<file path="config.mk">
export PLATFORM = sky130hd
export DESIGN_NAME = model_header_validator
export DESIGN_NICKNAME = d
export VERILOG_FILES = /design/src/rtl/mhv_pkg.sv /design/src/rtl/mhv_parser.sv /design/src/rtl/mhv_out_queue.sv /design/src/rtl/model_header_validator.sv
export SDC_FILE = /design/constraint.sdc
export NUM_CORES = 1
export LEC_CHECK = 0
export ABC_AREA = 1
export BUFFER_PORTS_ARGS = -buffer_cell sky130_fd_sc_hd__buf_2
export CAP_MARGIN = 20
export CORE_AREA = 2 2 169 212
export DETAILED_ROUTE_END_ITERATION = 16
export DIE_AREA = 0 0 171 214
export PLACE_DENSITY = 0.47
export SLEW_MARGIN = 5
export SYNTH_ARGS = -nofsm -noshare
export SYNTH_HDL_FRONTEND = slang
export SYNTH_SLANG_ARGS = --single-unit
</file>
<file path="constraint.sdc">
create_clock -name clk -period 7.05 [get_ports clk]
set_clock_uncertainty 0.15 [all_clocks]
set_input_delay 0.3525 -clock clk [delete_from_list [all_inputs] [get_ports clk]]
set_output_delay 0.3525 -clock clk [all_outputs]
set_load 0.03 [all_outputs]
</file>
<file path="src/rtl/mhv_pkg.sv">
// Shared types and constants for the model header validator.
`timescale 1ns / 1ps
`default_nettype none

package mhv_pkg;

    // Result status codes
    localparam logic [2:0] ST_OK          = 3'd0;
    localparam logic [2:0] ST_BAD_SIG     = 3'd1;
    localparam logic [2:0] ST_TRUNCATED   = 3'd2;
    localparam logic [2:0] ST_BAD_VERSION = 3'd3;
    localparam logic [2:0] ST_BAD_GLOBALS = 3'd4;
    localparam logic [2:0] ST_BAD_ENCODE  = 3'd5;
    localparam logic [2:0] ST_BAD_INDEX   = 3'd6;

    localparam logic [31:0] VER_2_0 = 32'h4000_0000;
    localparam logic [31:0] VER_2_1 = 32'h4006_6666;

    localparam logic [7:0] MIN_GLOBALS = 8'd8;
    localparam int         NUM_INDEX   = 6;

    // Field start offsets
    localparam logic [8:0] OFF_SIG     = 9'd0;
    localparam logic [8:0] OFF_VERSION = 9'd4;
    localparam logic [8:0] OFF_COUNT   = 9'd8;
    localparam logic [8:0] OFF_GLOBALS = 9'd9;

    typedef struct packed {
        logic [2:0]                 status;
        logic [8:0]                 error_offset;
        logic                       version_2_1;
        logic                       text_encoding;
        logic [2:0]                 extra_vec4_count;
        logic [NUM_INDEX-1:0][2:0]  index_size;
        logic [7:0]                 unknown_globals;
    } result_t;

    // Expected signature "PMX "
    function automatic logic [7:0] sig_byte(input logic [1:0] idx);
        logic [7:0] b;
        case (idx)
            2'd0:    b = 8'h50;
            2'd1:    b = 8'h4D;
            2'd2:    b = 8'h58;
            default: b = 8'h20;
        endcase
        return b;
    endfunction

endpackage

`default_nettype wire

</file>
<file path="src/rtl/mhv_parser.sv">
// Header parse state machine: one byte per step, emits at most one result per file.
`timescale 1ns / 1ps
`default_nettype none

module mhv_parser
    import mhv_pkg::*;
(
    input  wire logic       clk,
    input  wire logic       rst_n,
    input  wire logic       step,
    input  wire logic [7:0] data_byte,
    input  wire logic       last_byte,
    output logic            push,
    output result_t         result
);

    typedef enum logic [1:0] {
        PH_SIG,
        PH_VER,
        PH_COUNT,
        PH_GLOBALS
    } phase_t;

    phase_t                     phase_reg, phase_next;
    logic [8:0]                 pos_reg, pos_next;
    logic [31:0]                ver_reg, ver_next;
    logic [7:0]                 glob_reg, glob_next;
    logic [2:0]                 pend_reg, pend_next;
    logic [8:0]                 poff_reg, poff_next;
    logic                       enc_reg, enc_next;
    logic [2:0]                 vec4_reg, vec4_next;
    logic [NUM_INDEX-1:0][2:0]  idx_reg, idx_next;
    logic                       sent_reg, sent_next;

    logic       emit;
    logic [2:0] st;
    logic [8:0] off;
    logic [8:0] pos_m4;
    logic [8:0] pos_m9;
    logic [7:0] gi;
    logic [2:0] slot;
    logic       keep;

    always_comb
    begin
        phase_next = phase_reg;
        pos_next   = pos_reg;
        ver_next   = ver_reg;
        glob_next  = glob_reg;
        pend_next  = pend_reg;
        poff_next  = poff_reg;
        enc_next   = enc_reg;
        vec4_next  = vec4_reg;
        idx_next   = idx_reg;
        sent_next  = sent_reg;
        emit       = 1'b0;
        st         = ST_OK;
        off        = OFF_SIG;
        pos_m4     = pos_reg - 9'd4;
        pos_m9     = pos_reg - 9'd9;
        gi         = pos_m9[7:0];
        slot       = gi[2:0] - 3'd2;
        keep       = 1'b1;
        result     = '0;

        if (step && !sent_reg)
        begin
            case (phase_reg)
                PH_SIG:
                begin
                    if (data_byte != sig_byte(pos_reg[1:0]))
                    begin
                        emit = 1'b1;
                        st   = ST_BAD_SIG;
                        off  = OFF_SIG;
                    end
                    else if (pos_reg >= 9'd3)
                    begin
                        phase_next = PH_VER;
                    end
                end
                PH_VER:
                begin
                    ver_next = ver_reg | (32'(data_byte) << {pos_m4[1:0], 3'b000});
                    if (pos_reg >= 9'd7)
                    begin
                        if (ver_next != VER_2_0 && ver_next != VER_2_1)
                        begin
                            emit = 1'b1;
                            st   = ST_BAD_VERSION;
                            off  = OFF_VERSION;
                        end
                        else
                        begin
                            phase_next = PH_COUNT;
                        end
                    end
                end
                PH_COUNT:
                begin
                    glob_next = data_byte;
                    if (data_byte < MIN_GLOBALS)
                    begin
                        emit = 1'b1;
                        st   = ST_BAD_GLOBALS;
                        off  = OFF_COUNT;
                    end
                    else
                    begin
                        phase_next = PH_GLOBALS;
                    end
                end
                default:
                begin
                    if (pend_reg == ST_OK)
                    begin
                        if (gi == 8'd0)
                        begin
                            if (data_byte > 8'd1)
                            begin
                                pend_next = ST_BAD_ENCODE;
                                poff_next = pos_reg;
                            end
                            else
                            begin
                                enc_next = data_byte[0];
                            end
                        end
                        else if (gi == 8'd1)
                        begin
                            if (data_byte > 8'd4)
                            begin
                                pend_next = ST_BAD_GLOBALS;
                                poff_next = pos_reg;
                            end
                            else
                            begin
                                vec4_next = data_byte[2:0];
                            end
                        end
                        else if (gi < 8'd8)
                        begin
                            if (data_byte != 8'd1 && data_byte != 8'd2 && data_byte != 8'd4)
                            begin
                                pend_next = ST_BAD_INDEX;
                                poff_next = pos_reg;
                            end
                            else
                            begin
                                idx_next[slot] = data_byte[2:0];
                            end
                        end
                    end
                    if ((9'(gi) + 9'd1) >= 9'(glob_reg))
                    begin
                        emit = 1'b1;
                        st   = pend_next;
                        off  = (pend_next != ST_OK) ? poff_next : OFF_SIG;
                    end
                end
            endcase

            if (!emit)
            begin
                pos_next = pos_reg + 9'd1;
                if (last_byte)
                begin
                    emit = 1'b1;
                    st   = ST_TRUNCATED;
                    case (phase_next)
                        PH_SIG:   off = OFF_SIG;
                        PH_VER:   off = OFF_VERSION;
                        PH_COUNT: off = OFF_COUNT;
                        default:  off = OFF_GLOBALS;
                    endcase
                end
            end

            if (emit)
            begin
                sent_next = 1'b1;
            end
        end

        // Result built from the post-update state
        keep                     = (st != ST_TRUNCATED);
        result.status            = st;
        result.error_offset      = off;
        result.version_2_1       = (phase_next == PH_COUNT || phase_next == PH_GLOBALS)
                                   && (ver_next == VER_2_1);
        result.text_encoding     = keep ? enc_next : 1'b0;
        result.extra_vec4_count  = keep ? vec4_next : 3'd0;
        result.index_size        = keep ? idx_next : '0;
        result.unknown_globals   = (st == ST_OK) ? (glob_next - MIN_GLOBALS) : 8'd0;

        // Final byte of a file rearms the parser
        if (step && last_byte)
        begin
            phase_next = PH_SIG;
            pos_next   = '0;
            ver_next   = '0;
            glob_next  = '0;
            pend_next  = ST_OK;
            poff_next  = '0;
            enc_next   = 1'b0;
            vec4_next  = '0;
            idx_next   = '0;
            sent_next  = 1'b0;
        end
    end

    assign push = emit;

    always_ff @(posedge clk or negedge rst_n)
    begin
        if (!rst_n)
        begin
            phase_reg <= PH_SIG;
            pos_reg   <= '0;
            ver_reg   <= '0;
            glob_reg  <= '0;
            pend_reg  <= ST_OK;
            poff_reg  <= '0;
            enc_reg   <= 1'b0;
            vec4_reg  <= '0;
            idx_reg   <= '0;
            sent_reg  <= 1'b0;
        end
        else
        begin
            phase_reg <= phase_next;
            pos_reg   <= pos_next;
            ver_reg   <= ver_next;
            glob_reg  <= glob_next;
            pend_reg  <= pend_next;
            poff_reg  <= poff_next;
            enc_reg   <= enc_next;
            vec4_reg  <= vec4_next;
            idx_reg   <= idx_next;
            sent_reg  <= sent_next;
        end
    end

endmodule

`default_nettype wire

</file>
<file path="src/rtl/mhv_out_queue.sv">
// Two-entry result queue: output register plus skid slot.
`timescale 1ns / 1ps
`default_nettype none

module mhv_out_queue
    import mhv_pkg::*;
(
    input  wire logic    clk,
    input  wire logic    rst_n,
    input  wire logic    push,
    input  wire result_t push_data,
    output logic         room,
    output logic         out_valid,
    input  wire logic    out_stall,
    output result_t      head
);

    logic [1:0] cnt_reg, cnt_next;
    result_t    head_reg;
    result_t    tail_reg;
    logic       pop;

    assign pop       = (cnt_reg != 2'd0) && !out_stall;
    assign room      = (cnt_reg != 2'd2) || pop;
    assign out_valid = (cnt_reg != 2'd0);
    assign head      = head_reg;

    always_comb
    begin
        cnt_next = cnt_reg;
        if (push && !pop)
        begin
            cnt_next = cnt_reg + 2'd1;
        end
        else if (pop && !push)
        begin
            cnt_next = cnt_reg - 2'd1;
        end
    end

    always_ff @(posedge clk or negedge rst_n)
    begin
        if (!rst_n)
        begin
            cnt_reg <= '0;
        end
        else
        begin
            cnt_reg <= cnt_next;
        end
    end

    always_ff @(posedge clk)
    begin
        if (push && pop)
        begin
            if (cnt_reg == 2'd1)
            begin
                head_reg <= push_data;
            end
            else
            begin
                head_reg <= tail_reg;
                tail_reg <= push_data;
            end
        end
        else if (pop)
        begin
            head_reg <= tail_reg;
        end
        else if (push)
        begin
            if (cnt_reg == 2'd0)
            begin
                head_reg <= push_data;
            end
            else
            begin
                tail_reg <= push_data;
            end
        end
    end

endmodule

`default_nettype wire

</file>
<file path="src/rtl/model_header_validator.sv">
// Top level of the model header validator: input register, parser, result queue.
// Timing: an accepted byte waits in the input register and steps the parser when a result
//   slot is free; a result it causes is pushed into the queue on that step and leaves from its head.
// Throughput: one byte per cycle; the input stalls only when both result slots
//   are full and the head is not being taken.
// Reset (rst_n low, asynchronous): all empty, parser at the signature; last_byte rearms.
`timescale 1ns / 1ps
`default_nettype none

module model_header_validator
    import mhv_pkg::*;
(
    input  wire logic       clk,
    input  wire logic       rst_n,
    input  wire logic       in_valid,
    output logic            in_stall,
    input  wire logic [7:0] data_byte,
    input  wire logic       last_byte,
    output logic            out_valid,
    input  wire logic       out_stall,
    output logic [2:0]      status,
    output logic [8:0]      error_offset,
    output logic            version_2_1,
    output logic            text_encoding,
    output logic [2:0]      extra_vec4_count,
    output logic [2:0]      vertex_index_size,
    output logic [2:0]      texture_index_size,
    output logic [2:0]      material_index_size,
    output logic [2:0]      bone_index_size,
    output logic [2:0]      morph_index_size,
    output logic [2:0]      rigid_body_index_size,
    output logic [7:0]      unknown_globals
);

    // Input register: holds one item until the parser can step on it
    logic       in_vld_reg;
    logic [7:0] byte_reg;
    logic       last_reg;

    logic       room;
    logic       advance;
    logic       push;
    result_t    res;
    result_t    head;

    // Parser steps whenever the queue can take a possible result
    assign advance  = in_vld_reg && room;
    assign in_stall = in_vld_reg && !room;

    always_ff @(posedge clk or negedge rst_n)
    begin
        if (!rst_n)
        begin
            in_vld_reg <= 1'b0;
        end
        else if (!in_stall)
        begin
            in_vld_reg <= in_valid;
        end
    end

    always_ff @(posedge clk)
    begin
        if (in_valid && !in_stall)
        begin
            byte_reg <= data_byte;
            last_reg <= last_byte;
        end
    end

    mhv_parser u_parser (
        .clk       (clk),
        .rst_n     (rst_n),
        .step      (advance),
        .data_byte (byte_reg),
        .last_byte (last_reg),
        .push      (push),
        .result    (res)
    );

    // Result register plus skid slot, so bytes keep flowing while a result waits
    mhv_out_queue u_out_queue (
        .clk       (clk),
        .rst_n     (rst_n),
        .push      (push && advance),
        .push_data (res),
        .room      (room),
        .out_valid (out_valid),
        .out_stall (out_stall),
        .head      (head)
    );

    assign status                = head.status;
    assign error_offset          = head.error_offset;
    assign version_2_1           = head.version_2_1;
    assign text_encoding         = head.text_encoding;
    assign extra_vec4_count      = head.extra_vec4_count;
    assign vertex_index_size     = head.index_size[0];
    assign texture_index_size    = head.index_size[1];
    assign material_index_size   = head.index_size[2];
    assign bone_index_size       = head.index_size[3];
    assign morph_index_size      = head.index_size[4];
    assign rigid_body_index_size = head.index_size[5];
    assign unknown_globals       = head.unknown_globals;

endmodule

`default_nettype wire

</file>
==> flow_summary.toml <==
[drt]
drtAntennaViolNets = 0
wl_um = 30300
drtIter0Drc = 661
vias_per_cell = 4.74
first_pass_iters = 5
wl_per_cell_um = 15.7
num_vias = 9120
drcViolationCount = 0

[cells_and_area]
diodes = 0
layout-drive-gt1-share_pct = 12.0
fillers = 3667
multi_input_area_um2 = 4680
instances_no_fill = 1924
finish.instance_area_um2 = 12300
register_area_um2 = 5080
syn_to_final_growth_pct = 13.0
fin_nets = 1479

[synth]
synthTopCellsByCount = "327 x nand2_1, 232 x inv_1, 126 x nor2_1"
avgSynthCellArea_um2 = 7.82
synth_nets = 1432
ys_warn_count = 0
syn_area_um2 = 10900
synth_edf_count = 95
syn_inst = 1396
synth_top_area_share_pct = 26.1
yosysSeqAreaShare_pct = 46.5
yosysMostFrequentCell = "nand2_1"
yosys-top-cells-area = "edfxtp_1 26%, dfrtp_1 20%, nand2_1 11%"
synth_largest_area_cell = "edfxtp_1"
async_reset_ff_share_pct = 48.4
ys_seq_elements = 184
yosysUniqueCellTypes = 48
synth-main-ff-cell = "edfxtp_1"

[hold_path]
hp-start = "in_valid"
min_to = "in_vld_reg"
hold_depth = 3
hold_path_class = "in -> reg"

[global_routing]
first_global_vias = 8710
grt_pass1_wl_um = 48100
grt_overflow = 0
antenna_found_initial = 0
grt_max_degree = 69
grt_use_total_pct = 16.8

[worst_setup_path]
rr_endpoint = "u_out_queue.tail_reg[23]"
worst-setup-path-type = "reg -> reg"
worstPathMaxFanout = 43
arrival_ns = 5.58
ff2ff_setup_slack_ns = 1.41
end_kind = "register"
start_kind = "register"
r2r-start = "u_parser.pos_reg[0]"
crit_required_ns = 6.99
rr_worst_depth = 23

[timing]
slew_violations = 0
max_slew_margin_pct = 35.5
min_period_ns = 5.64
finalCritPeriodShare_pct = 80.0
finalWorstSetupSlack_ns = 1.41
setup_viol = 0
max_freq_mhz = 177
worst_slew_pin_slew_ns = 0.967
rsz0062_at_grt = "false"
hold_violations = 0
finalSetupTns_ns = 0

[pwr]
powerDensity_nw_per_um2 = 356
pwr-share-clk_pct = 22.4
p_leak_nw = 6.11
peakVddDrop_v = 0.000173
p_sw_share_pct = 43.4
p_seq_share_pct = 35.7
p_switching_w = 0.00191
combPwrFrac_pct = 42.0
intPower_w = 0.00249

[cts]
clockBufferDepth = 2
cts.sinks = 184
cts_tree = "yes"
clk_pin_slew_worst_paths_ns = 0.07
post_cts_resize_count = 0
clk_latency_ns = 0.46
root_buffer = "clkbuf_16"
h-tree-depth = 4
cts_made_buffers = 17

[placed_design]
dp.cells = 1882
dpl-instance-area_um2 = 11700
pre_cts_slack_ns = 1.45
place.gp.congestion = 0.864
hpwlAfterDp_um = 21300
port_buffers = 57

[die]
num_rows = 76
die_area_um2 = 36600
core_um2 = 34400
ioPinCount = 58
die_y_um = 214
initial_utilization_pct = 31.7
die_x_um = 171

[status]
status = "finished, final reports clean"

[job]
max_cap_violations = 0
[critical path, cell delays in order (launching register included)]
cell and delay (ns):
dfrtp_1 0.74, inv_2 0.25, ha_1 0.28, or2_1 0.24, nand2_2 0.11, inv_2 0.08, nor3_1 0.36, nand3_1 0.18
nand3b_1 0.21, xor2_1 0.16, ha_1 0.30, nand2_1 0.06, nor3_1 0.15, a31oi_1 0.10, nand2_1 0.09, nor2_2 0.07
nand2_2 0.09, nand2_1 0.12, a21oi_1 0.33, inv_1 0.17, ha_1 0.20, o21bai_1 0.18, a21oi_4 0.13, buf_4 0.49
[power by group through the flow]
stage	logic, W	registers [W]	clock network (W)
floorplan	0.00111	0.00184	0
global placement	0.00185	0.00159	0
detailed placement	0.00185	0.00159	0
CTS	0.00186	0.00157	0.00102
global route	0.00205	0.00160	0.00106
finish	0.00184	0.00157	0.000983
[layout by cell type, fill, tap and decap left out, types with 3 or more instances in the layout]
master and count:
ha_1 23, nand3_1 64, nand3_2 6, inv_6 6
dfrtp_1 89, nand3b_1 8, o22ai_1 12, nand2_1 327
nand2_2 11, nor2_4 5, nand2_4 24, clkbuf_16 17
inv_2 11, mux2i_1 3, dlygate4sd3_1 10, inv_1 232
mux2_2 3, a21oi_1 114, nand4_1 21, o211ai_1 3
nor4_1 7, nor2_2 6, edfxtp_1 95, a31oi_1 12
xor2_1 10, buf_2 56, xnor2_1 4, buf_4 14
nor2_1 124, nor3_1 18, o21a_1 3, clkinv_1 5
o21ai_1 4, o21bai_1 5, o21ai_0 79, inv_8 4
[kinds of logic after synthesis]
| group | count (synthesis) | share of synthesized area (%) |
|---|---|---|
| adders and majority gates | 23 | 2.64 |
| and+or+nand+nor | 627 | 26.2 |
| muxes | 6 | 0.584 |
| DFF | 184 | 46.5 |
| buffers and inverters | 300 | 10.9 |
| xor gates and xnor gates | 14 | 1.12 |
| AOI/OAI and AO/OA | 242 | 12.0 |
[what timing repair did]
action	in CTS	in global routing
setup endpoints to repair	0	0
hold buffers	10	0
hold endpoints to repair	47	0
setup buffers	0	0
[per-stage QoR]
stage / total power, W / hold slack (ns) / util, %
after detailed placement: 0.00344 / 0.239 / 33.9
after floorplan: 0.00295 / -0.0931 / -
after global placement: 0.00343 / 0.239 / 33.9
final: 0.00439 / 0.0397 / 35.8
after global routing: 0.00470 / 0.0532 / 35.8
after CTS: 0.00444 / 0.0411 / 35.8
[area by class of cell]
type                            instances  area share (%)
Inverter                              248            7.56
Tap cell                              468            4.75
Sequential cell                       184            41.2
Multi-Input combinational cell        912            37.9
Timing Repair Buffer                   80            3.93
Clock buffer                           17            3.45
Clock inverter                         15            1.25
[routing by layer]
| layer | global-route usage, % | vias to the layer above | wire length, um |
|---|---|---|---|
| li1 | - | 4596 | - |
| met1 | 21.8 | 4281 | 13900 |
| met2 | 28.6 | 203 | 14800 |
| met3 | 2.68 | 40 | 993 |
| met4 | 5.28 | 0 | 618 |
| met5 | 0 | - | 0 |
[worst max-delay path by stage]
| stage | cells after the start | end | slack [ns] | start |
|---|---|---|---|---|
| 6_report | 23 | u_out_queue.tail_reg[23] | 1.41 | u_parser.pos_reg[0] |
| 5_1_grt | 23 | u_out_queue.tail_reg[20] | 0.97 | u_parser.pos_reg[0] |
| 4_1_cts | 23 | u_out_queue.tail_reg[20] | 1.42 | u_parser.pos_reg[0] |
| 3_5_place_dp | 23 | u_out_queue.tail_reg[16] | 1.45 | u_parser.pos_reg[0] |
| 3_3_place_gp | 23 | u_out_queue.tail_reg[15] | 1.62 | u_parser.pos_reg[0] |
| 2_1_floorplan | 21 | u_out_queue.head[0] | 0.14 | u_parser.pos_reg[1] |
No activity file was read; power rests on OpenSTA's default activity.
